<file path="src/rtl/clm_pkg.sv">
`default_nettype none
// ----------------------------------------------------------------------------
// clm_pkg
// Types and codes shared by the cursor linked list manager and its checker.
// ----------------------------------------------------------------------------
package clm_pkg;

  localparam int unsigned AcctW   = 31;
  localparam int unsigned OpW     = 3;
  localparam int unsigned StatusW = 2;
  localparam int unsigned TotalW  = 5;

  localparam logic [OpW-1:0] OP_APPEND  = 3'd0;
  localparam logic [OpW-1:0] OP_DELETE  = 3'd1;
  localparam logic [OpW-1:0] OP_BACK    = 3'd2;
  localparam logic [OpW-1:0] OP_FORWARD = 3'd3;
  localparam logic [OpW-1:0] OP_PEEK    = 3'd4;

  localparam logic [StatusW-1:0] STATUS_DONE  = 2'd0;
  localparam logic [StatusW-1:0] STATUS_EMPTY = 2'd1;
  localparam logic [StatusW-1:0] STATUS_FULL  = 2'd2;

  typedef struct packed {
    logic [OpW-1:0]   opcode;
    logic [AcctW-1:0] account;
  } clm_cmd_t;

  typedef struct packed {
    logic [StatusW-1:0] status;
    logic               cursor_valid;
    logic [AcctW-1:0]   cursor_account;
    logic [TotalW-1:0]  entry_total;
  } clm_result_t;

endpackage
`default_nettype wire

</file>
<file path="src/rtl/cursor_linked_list_manager_unit.sv">
`default_nettype none
// ----------------------------------------------------------------------------
// cursor_linked_list_manager_unit
// Doubly linked list of account numbers with a cursor, held in a slot pool.
// ----------------------------------------------------------------------------
// A command is taken when start is high and busy is low; exactly one result
// follows on result_o, marked by a one-cycle done_o pulse that the receiver
// must take as it comes. Append, peek, a move that stops at the head or tail,
// a delete of the only entry and commands that report empty or full pass
// through the execute state alone; a delete that leaves the cursor on an
// entry and a move that shifts the cursor also pass through the fetch state,
// because the cursor's links and then the new cursor's account are each read
// from single-port memories with registered read data. Only the neighbours'
// links of a deleted entry are written.
module cursor_linked_list_manager_unit #(
  parameter int unsigned CAPACITY = 16
) (
  input  wire                  clk_i,
  input  wire                  rst_ni,
  input  wire                  start,
  output logic                 busy,
  input  clm_pkg::clm_cmd_t    cmd_i,
  output logic                 done_o,
  output clm_pkg::clm_result_t result_o
);

  import clm_pkg::*;

  localparam int unsigned SW = $clog2(CAPACITY);
  localparam int unsigned IW = $clog2(CAPACITY + 1);
  localparam int unsigned CW = $clog2(CAPACITY + 1);
  localparam logic [IW-1:0] NONE = IW'(CAPACITY);
  localparam logic [CW-1:0] FULL_COUNT = CW'(CAPACITY);

  localparam logic [1:0] ST_IDLE  = 2'd0;
  localparam logic [1:0] ST_EXEC  = 2'd1;
  localparam logic [1:0] ST_FETCH = 2'd2;

  // slot memories
  logic [AcctW-1:0] acct_mem [CAPACITY];
  logic [SW-1:0]    next_mem [CAPACITY];
  logic [SW-1:0]    prev_mem [CAPACITY];

  logic [1:0]          state_q, state_d;
  clm_cmd_t            cmd_q;
  logic [IW-1:0]       head_q, head_d, tail_q, tail_d, cursor_q, cursor_d;
  logic [CW-1:0]       count_q, count_d;
  logic [CAPACITY-1:0] in_use_q, in_use_d;
  logic [SW-1:0]       free_q, free_d;
  logic [AcctW-1:0]    cur_acct_q, cur_acct_d;
  logic [SW-1:0]       prev_rd_q, next_rd_q;
  logic [AcctW-1:0]    acct_rd_q;
  logic                done_q, done_d;
  clm_result_t         result_q, result_d;
  logic [StatusW-1:0]  status_d;

  logic             accept;
  logic             acct_we, next_we, prev_we, acct_re;
  logic [SW-1:0]    acct_waddr, next_waddr, prev_waddr, acct_raddr;
  logic [SW-1:0]    next_wdata, prev_wdata;
  logic [IW-1:0]    prior, after, dest;

  assign busy     = (state_q != ST_IDLE);
  assign accept   = start && !busy;
  assign done_o   = done_q;
  assign result_o = result_q;

  // Lowest free slot, registered for the next append
  always_comb begin
    free_d = '0;
    for (int i = CAPACITY - 1; i >= 0; i--) begin
      if (!in_use_q[i]) begin
        free_d = SW'(i);
      end
    end
  end

  // Head has no predecessor and tail no successor, whatever the link memory holds
  assign prior = (cursor_q == head_q) ? NONE : IW'(prev_rd_q);
  assign after = (cursor_q == tail_q) ? NONE : IW'(next_rd_q);
  assign dest  = (cmd_q.opcode == OP_FORWARD) ? after : prior;

  always_comb begin
    state_d    = state_q;
    head_d     = head_q;
    tail_d     = tail_q;
    cursor_d   = cursor_q;
    count_d    = count_q;
    in_use_d   = in_use_q;
    cur_acct_d = cur_acct_q;
    done_d     = 1'b0;
    status_d   = STATUS_DONE;
    acct_we    = 1'b0;
    next_we    = 1'b0;
    prev_we    = 1'b0;
    acct_re    = 1'b0;
    acct_waddr = free_q;
    next_waddr = tail_q[SW-1:0];
    prev_waddr = free_q;
    next_wdata = free_q;
    prev_wdata = tail_q[SW-1:0];
    acct_raddr = cursor_q[SW-1:0];

    unique case (state_q)
      ST_IDLE: begin
        if (accept) begin
          state_d = ST_EXEC;
        end
      end
      ST_EXEC: begin
        state_d = ST_IDLE;
        done_d  = 1'b1;
        unique case (cmd_q.opcode)
          OP_APPEND: begin
            if (count_q == FULL_COUNT) begin
              status_d = STATUS_FULL;
            end else begin
              acct_we = 1'b1;
              prev_we = 1'b1;
              if (tail_q != NONE) begin
                next_we = 1'b1;
              end else begin
                head_d = IW'(free_q);
              end
              tail_d           = IW'(free_q);
              cursor_d         = IW'(free_q);
              in_use_d[free_q] = 1'b1;
              count_d          = count_q + CW'(1);
              cur_acct_d       = cmd_q.account;
            end
          end
          OP_DELETE: begin
            if (cursor_q == NONE) begin
              status_d = STATUS_EMPTY;
            end else begin
              if (prior != NONE) begin
                next_we    = 1'b1;
                next_waddr = prior[SW-1:0];
                next_wdata = after[SW-1:0];
              end else begin
                head_d = after;
              end
              if (after != NONE) begin
                prev_we    = 1'b1;
                prev_waddr = after[SW-1:0];
                prev_wdata = prior[SW-1:0];
              end else begin
                tail_d = prior;
              end
              cursor_d                    = (after != NONE) ? after : prior;
              in_use_d[cursor_q[SW-1:0]]  = 1'b0;
              count_d                     = count_q - CW'(1);
              if (cursor_d == NONE) begin
                cur_acct_d = '0;
              end else begin
                // fetch the new cursor's account before reporting
                acct_re    = 1'b1;
                acct_raddr = cursor_d[SW-1:0];
                done_d     = 1'b0;
                state_d    = ST_FETCH;
              end
            end
          end
          OP_BACK, OP_FORWARD: begin
            if (cursor_q == NONE) begin
              status_d = STATUS_EMPTY;
            end else if (dest != NONE) begin
              cursor_d   = dest;
              acct_re    = 1'b1;
              acct_raddr = dest[SW-1:0];
              done_d     = 1'b0;
              state_d    = ST_FETCH;
            end
          end
          default: begin
            // peek and unused codes: report only
          end
        endcase
      end
      ST_FETCH: begin
        cur_acct_d = acct_rd_q;
        done_d     = 1'b1;
        state_d    = ST_IDLE;
      end
      default: begin
        state_d = ST_IDLE;
      end
    endcase

    result_d                = result_q;
    if (done_d) begin
      result_d.status         = status_d;
      result_d.cursor_valid   = (cursor_d != NONE);
      result_d.cursor_account = (cursor_d != NONE) ? cur_acct_d : '0;
      result_d.entry_total    = TotalW'(count_d);
    end
  end

  always_ff @(posedge clk_i or negedge rst_ni) begin
    if (!rst_ni) begin
      state_q    <= ST_IDLE;
      head_q     <= NONE;
      tail_q     <= NONE;
      cursor_q   <= NONE;
      count_q    <= '0;
      in_use_q   <= '0;
      free_q     <= '0;
      cur_acct_q <= '0;
      done_q     <= 1'b0;
    end else begin
      state_q    <= state_d;
      head_q     <= head_d;
      tail_q     <= tail_d;
      cursor_q   <= cursor_d;
      count_q    <= count_d;
      in_use_q   <= in_use_d;
      free_q     <= free_d;
      cur_acct_q <= cur_acct_d;
      done_q     <= done_d;
    end
  end

  always_ff @(posedge clk_i) begin
    if (accept) begin
      cmd_q <= cmd_i;
    end
    result_q <= result_d;
  end

  // Link memories: read at the cursor on accept, written during execute
  always_ff @(posedge clk_i) begin
    if (next_we) begin
      next_mem[next_waddr] <= next_wdata;
    end
    if (accept) begin
      next_rd_q <= next_mem[cursor_q[SW-1:0]];
    end
  end

  always_ff @(posedge clk_i) begin
    if (prev_we) begin
      prev_mem[prev_waddr] <= prev_wdata;
    end
    if (accept) begin
      prev_rd_q <= prev_mem[cursor_q[SW-1:0]];
    end
  end

  always_ff @(posedge clk_i) begin
    if (acct_we) begin
      acct_mem[acct_waddr] <= cmd_q.account;
    end
    if (acct_re) begin
      acct_rd_q <= acct_mem[acct_raddr];
    end
  end

endmodule
`default_nettype wire

</file>
<file path="config.mk">
export PLATFORM = sky130hd
export DESIGN_NAME = cursor_linked_list_manager_unit
export DESIGN_NICKNAME = d
export VERILOG_FILES = /design/src/rtl/clm_pkg.sv /design/src/rtl/cursor_linked_list_manager_unit.sv
export SDC_FILE = /design/constraint.sdc
export NUM_CORES = 1
export LEC_CHECK = 0
export ABC_CLOCK_PERIOD_IN_PS = 8000
export BUFFER_PORTS_ARGS = -buffer_cell sky130_fd_sc_hd__buf_2
export CAP_MARGIN = 20
export CORE_AREA = 2 2 290 292
export DETAILED_ROUTE_END_ITERATION = 8
export DIE_AREA = 0 0 292 294
export GPL_ROUTABILITY_DRIVEN = 0
export MAX_ROUTING_LAYER = met4
export PLACE_DENSITY = 0.57
export SKIP_LAST_GASP = 1
export SYNTH_ARGS = -nofsm -noshare
export SYNTH_HDL_FRONTEND = slang
export SYNTH_SLANG_ARGS = --single-unit
</file>
<file path="constraint.sdc">
create_clock -name clk_i -period 8 [get_ports clk_i]
set_clock_uncertainty 0.05 [all_clocks]
set_input_delay 1.6 -clock clk_i [delete_from_list [all_inputs] [get_ports clk_i]]
set_output_delay 1.6 -clock clk_i [all_outputs]
set_load 0.05 [all_outputs]
</file>
== Yosys cells after proc, flatten, opt, wreduce, memory -nomap -nowiden ==
Memories as Yosys holds them, arrays and structs flattened. A register that Yosys moved wholly into a read port is not among the register bits.
Cells that the tools add are included.

* Register bits: 147
* RAM bits: 624
* Input bits: 37
* Output and inout port bits: 41
* Logic and storage cells: 175
* Memories kept: 3

* Add/subtract/negate cells: 2
* $lt $le $gt $ge: 4
* Eq/ne operators: 21
* Multiplexer cells: 114
* Bitwise logic cells: 3
* Reduce and logical (&&, ||, !) cells: 13

{| class="wikitable"
|+ Memory list
! name !! depth !! bits a word !! read ports !! clocked after Yosys merged registers in !! write ports !! RTL line !! source
|-
| acct_mem || 16 || 31 || 1 || 1 || 1 || cursor_linked_list_manager_unit.sv:40 || <nowiki>logic [AcctW-1:0] acct_mem [CAPACITY];</nowiki>
|-
| next_mem || 16 || 4 || 1 || 1 || 1 || cursor_linked_list_manager_unit.sv:41 || <nowiki>logic [SW-1:0] next_mem [CAPACITY];</nowiki>
|-
| prev_mem || 16 || 4 || 1 || 1 || 1 || cursor_linked_list_manager_unit.sv:42 || <nowiki>logic [SW-1:0] prev_mem [CAPACITY];</nowiki>
|}

{| class="wikitable"
|+ Operators by type and width
! kind !! number
|-
| $mux W4 || 37
|-
| $pmux W31 S2 || 2
|-
| $mux W5 || 19
|-
| $mux W31 || 3
|-
| $mux W16 || 2
|-
| $pmux W16 S2 || 1
|-
| $pmux W5 S2 || 3
|-
| $mux W1 || 29
|-
| $ne A5 B5 Y1 const B || 5
|-
| $and A16 B16 Y16 || 1
|-
| $not A16 Y16 || 1
|-
| $or A16 B16 Y16 || 1
|-
| $eq A5 B5 Y1 const B || 3
|-
| $pmux W5 S3 || 1
|-
| $mux W2 || 6
|-
| $ne A2 B2 Y1 const B || 6
|-
| $pmux W2 S2 || 3
|-
| $eq A5 B5 Y1 || 2
|-
| $lt A4 B5 Y1 const B || 2
|-
| $pmux W1 S2 || 5
|-
| $demux W1 S4 || 2
|-
| $ge A4 B1 Y1 const B || 2
|-
| $pmux W4 S2 || 1
|-
| $eq A3 B2 Y1 const B || 2
|-
| other kinds (15) || 18
|}

== Logic depth before layout (Yosys ltp) ==
* Depth in word-level cells: 16
* Mapped depth: 14

== Worst setup path before layout ==
OpenSTA, ideal clock, no wires.

* Path kind: register -> register
* From: register cmd_q[31] in the netlist's numbering
* To: register in_use_q[2]
* Arrival: 4.645 ns
* Path slack: 3.231 ns
* Stages on the path, launching flop included: 9
* Buffers on the path: 3
* Cells stage by stage: edfxtp_1 -> buf_2 -> nor3_1 -> nor2b_1 -> clkbuf_1 -> buf_1 -> nand4b_1 -> nor3_1 -> o32a_1

* Longest elaborated chain between the ends: 3
* Elaborated cells between the ends (all ways): 7
* Those cells by class: 3 x eq/ne; 1 x mux; 3 x reduce/logical

{| class="wikitable"
|+ RTL lines
! what !! RTL line !! source
|-
| start, declared || cursor_linked_list_manager_unit.sv:45 || <nowiki>clm_cmd_t cmd_q;</nowiki>
|-
| start signal, assigned || cursor_linked_list_manager_unit.sv:225 || <nowiki>cmd_q <= cmd_i;</nowiki>
|-
| $eq A3 B1 Y1 / $logic_not A3 Y1 (equally long branches) || cursor_linked_list_manager_unit.sv:113 || <nowiki>unique case (cmd_q.opcode)</nowiki>
|-
| $ne A2 B2 Y1 (no source line) / $reduce_bool A2 Y1 (equally long branches) || -- ||
|-
| $reduce_and A4 Y1 (no source line) || -- ||
|-
| end signal, assigned || cursor_linked_list_manager_unit.sv:216 || <nowiki>in_use_q <= in_use_d;</nowiki>
|-
| end, declared || cursor_linked_list_manager_unit.sv:48 || <nowiki>logic [CAPACITY-1:0] in_use_q, in_use_d;</nowiki>
|}

Parallel ways exist; a longest one is shown, timed or not.
A chain may end at the register's enable or synchronous reset.

== Worst setup path in the final report ==
* From: register cursor_q[2]
* To: register acct_rd_q[26] (read register of acct_mem), data pin

* Longest elaborated chain between the ends: 9
* Elaborated cells between the ends (all ways): 22
* Those cells by class: 6 x eq/ne; 16 x mux

{| class="wikitable"
|+ RTL lines
! what !! RTL line !! source
|-
| start, declared || cursor_linked_list_manager_unit.sv:46 || <nowiki>logic [IW-1:0] head_q, head_d, tail_q, tail_d, cursor_q, cursor_d;</nowiki>
|-
| start signal, assigned || cursor_linked_list_manager_unit.sv:214 || <nowiki>cursor_q <= cursor_d;</nowiki>
|-
| $eq A5 B5 Y1 || cursor_linked_list_manager_unit.sv:80 || <nowiki>assign after = (cursor_q == tail_q) ? NONE : IW'(next_rd_q);</nowiki>
|-
| $mux W5 || cursor_linked_list_manager_unit.sv:80 ||
|-
| $ne A5 B5 Y1 || cursor_linked_list_manager_unit.sv:150 || <nowiki>cursor_d = (after != NONE) ? after : prior;</nowiki>
|-
| $mux W5 || cursor_linked_list_manager_unit.sv:150 ||
|-
| $eq A5 B5 Y1 || cursor_linked_list_manager_unit.sv:153 || <nowiki>if (cursor_d == NONE) begin</nowiki>
|-
| $mux W4 / $mux W1 (equally long branches) || cursor_linked_list_manager_unit.sv:153 ||
|-
| $mux W4 / $mux W1 (equally long branches) || cursor_linked_list_manager_unit.sv:133 || <nowiki>if (cursor_q == NONE) begin</nowiki>
|-
| $pmux W4 S2 / $pmux W1 S2 (equally long branches) || cursor_linked_list_manager_unit.sv:113 ||
|-
| $mux W4 / $mux W1 (equally long branches) || cursor_linked_list_manager_unit.sv:104 || <nowiki>unique case (state_q)</nowiki>
|-
| end, declared || cursor_linked_list_manager_unit.sv:52 || <nowiki>logic [AcctW-1:0] acct_rd_q;</nowiki>
|}

Parallel ways exist; a longest one is shown, timed or not.

==> summary.md <==
| Metric | Value |
|---|---|
| Maximum operating frequency | 194 MHz |
| Post-synthesis xor/xnor area fraction | 0.370% |
| Type of the worst setup path | reg -> reg |
| Post-Layout Cell Count | 3348 |
| Synth Warn # | 0 |
| Die Y | 294 um |
| Final core occ | 45.0% |
| Sequential power share | 39.2% |
| Post-cts gate resize count | 0 |
| Mux contribution to synthesized area | 7.11% |
| Final Hold Vio Count | 0 |
| Worst slack, placed | 2790 ps |
| Status | finished, final reports clean |
| CTS sink count | 810 |
| Die ar. | 85800 um^2 |
| FF+latch count, synth | 810 |
| IO Count | 78 |
| First-pass GRT wire length | 124000 um |
| Reg area | 24000 um^2 |
| Syn_nets | 2151 |
| RR Startpoint | cursor_q[2] |
| Cts bufs inserted | 84 |
| FILL cells | 7089 |
| Pwr Density | 401 nW/um^2 |
| Least-Margin Pin Slew | 1140 ps |
| CTS Buffer Depth | 3 |
| Arr. time, crit path | 5460 ps |
| Adder-cell share of the synthesized area | 0.191% |
| Layout cells sized above 1 | 17.9% |
| Sequential fraction of the synthesis area | 73.0% |
| CTS Hold Bufs | 0 |
| Max H-tree Level | 3 |
| P_leak | 12.3 nW |
| Clk pin slew, worst setup/hold paths | 70 ps |
| Simple-Gate Fraction of Synth Area | 10.0% |
| Combinational share of power | 34.7% |
| Root Buffer | clkbuf_16 |
| Initial drt markers | 2026 |
| Largest net degree at the start of global routing | 140 |
| Post-CTS Setup Inserts | 0 |
| Vias in the first global route | 18900 |
| Worst setup SP type | register |
| Total of max-cap violations | 0 |
| Most frequent cell after synthesis | edfxtp_1 |
| Slew headroom | 24.1% |
| Max Slew Vio Count | 0 |
| Hold crit path type | reg -> reg |
| Multi-input logic area | 8290 um^2 |
| Hold Path Cell Cnt | 1 |
| Netlist cell types | 77 |
| Final ANT Viol Nets | 0 |
| Clock Latency Late Sink | 650 ps |
| Std cell rows | 106 |
| Die W | 292 um |
| Post-synthesis instance total | 2109 |
| DP Wirelength | 45600 um |
| VDD IR-drop max | 0.398 mV |
| Area leader, netlist | edfxtp_1 |
| Synth Area in Compound Gates | 7.03% |
| Initial Utilization | 39.6% |
| Tcrit/Tclk final | 64.4% |
| Most common library cells after synthesis | edfxtp_1, nand2_1, nor2_1 |
| DRC | 0 |
| Async set or reset register ratio after synthesis | 9.14% |
| Total track usage | 19.8% |
| Cell Int Power | 0.00949 W |
| Number of enable flip-flop cells after synthesis | 736 |
| Tmin final | 5160 ps |
| Flop-to-flop setup slack | 2840 ps |
| Vias/cell | 5.69 |
| RR Endpoint | acct_rd_q[26] |
| Core area | 82900 um^2 |
| GRT overflow | 0 |
| Setup_tns | 0 ps |
| P_sw | 0.00548 W |
| Setup ws final | 2840 ps |
| Final #Nets | 2238 |
| Nature of the critical path endpoint | register |
| Pwr Total | 0.0150 W |
| DRT Wirelength | 82500 um |
| Clk pwr share | 26.1% |
| Synth Area per Inst | 15.6 um^2 |
| Setup violations, final | 0 |
| WHS Endpoint | count_q[4] |
| Drt pass-1 iters | 5 |
| Crit Path Max Fanout | 32 |
| Main combinational cell family by area after synthesis | simple AND/OR/NAND/NOR gates |
| Post-synth top flop | edfxtp_1 |
| Sw frac | 36.6% |
| Dpl cells | 3182 |
| R2R depth | 10 |
| Largest cells by area after synthesis | edfxtp_1, mux4_2, dfrtp_1 |
| RSZ-0062 raised after global routing | no |
| I/O Buffers | 77 |
| Layout Area Growth over Synthesis | 13.7% |
| Post-Syn Area | 32800 um^2 |
| Top-area cell type share of the netlist area | 67.4% |
| CTS tree | yes |
| Antenna violations before repair | 1 |
| Vias after detailed routing | 19100 |
| Worst hold start | count_q[4] |
| Routed length per instance | 24.7 um |
| Worst EP required | 8300 ps |
==> power by group through the flow <==
| stage | registers [W] | logic, W | clock network, W |
|---|---|---|---|
| final | 0.00587 | 0.00519 | 0.00390 |
| after global routing | 0.00592 | 0.00561 | 0.00415 |
| after CTS | 0.00588 | 0.00517 | 0.00398 |
| after detailed placement | 0.00596 | 0.00515 | 0 |
| after global placement | 0.00593 | 0.00508 | 0 |
| after floorplan | 0.00604 | 0.00353 | 0 |
==> worst max path at each step <==
stage | start | to | slack (ps) | cells after the start
2_1_floorplan | cmd_q[31] | in_use_q[2] | 3230 | 8
3_3_place_gp | cursor_q[3] | acct_rd_q[29] | 2910 | 9
3_5_place_dp | cursor_q[3] | acct_rd_q[29] | 2790 | 9
4_1_cts | cursor_q[3] | acct_rd_q[29] | 2810 | 9
5_1_grt | cursor_q[2] | acct_rd_q[26] | 2570 | 10
6_report | cursor_q[2] | acct_rd_q[26] | 2840 | 10
==> metrics by stage <==
stage / area [um^2] / hold slack [ps]
global placement: 34400 / 432
detailed placement: 34400 / 452
global route: 37300 / 481
finish: 37300 / 456
floorplan: 32800 / 402
CTS: 37200 / 467
==> layout by cell type, fill, tap and decap left out, types with 15 or more instances in the layout <==
master / count
a21oi_1: 65
a22oi_1: 44
nand2_1: 319
inv_1: 15
o211ai_1: 23
a211oi_1: 19
nand4_1: 76
mux4_2: 92
nor2b_1: 24
o21ai_0: 36
a22o_1: 39
clkbuf_16: 87
dfrtp_1: 69
nand3_1: 89
buf_2: 77
clkbuf_1: 19
edfxtp_1: 736
nor2_1: 91
nand2b_1: 37
clkinv_1: 19
buf_4: 48
==> logic make-up after synthesis <==
group,after synthesis
buffers and inverters,146
muxes,114
adders and majority gates,5
AOI/OAI and AO/OA,315
DFF,810
xor gates and xnor gates,13
and+or+nand+nor,706
==> flip-flops by register name (all words and copies together) (netlist names) <==
signal / count
count_q: 5
head_q: 5
acct_waddr: 4
state_q: 2
next_rd_q: 4
next_mem: 64
result_o: 39
cursor_q: 5
in_use_q: 16
cur_acct_q: 31
tail_q: 5
acct_rd_q: 31
acct_mem: 496
cmd_q: 34
prev_rd_q: 4
prev_mem: 64
done_o: 1
==> routing by layer <==
layer | routed length, um | vias up | GRT usage (%)
met3 | 5310 | 128 | 2.79
met5 | 0 | - | -
li1 | - | 8360 | -
met2 | 39900 | 729 | 31.7
met1 | 35400 | 9849 | 26.6
met4 | 1970 | 0 | 5.88
==> cell type report <==
class / count / area share [%]
Sequential cell: 810 / 64.2
Multi-Input combinational cell: 1153 / 22.2
Clock buffer: 112 / 6.25
Tap cell: 1080 / 3.62
Timing Repair Buffer: 130 / 2.31
Clock inverter: 44 / 1.23
Inverter: 17 / 0.171
Antenna cell: 2 / 0.0134
==> worst max-delay path, stage by stage, from the launching register on <==
cell and delay (ps):
dfrtp_1 1060, xnor2_1 220, nand2_1 170, o21ai_0 820
o22ai_1 250, nor2_1 350, a21o_2 540, buf_4 520
and2_0 570, a22o_1 250, a211oi_1 50
Note: power is estimated with default switching activity, not from simulation.
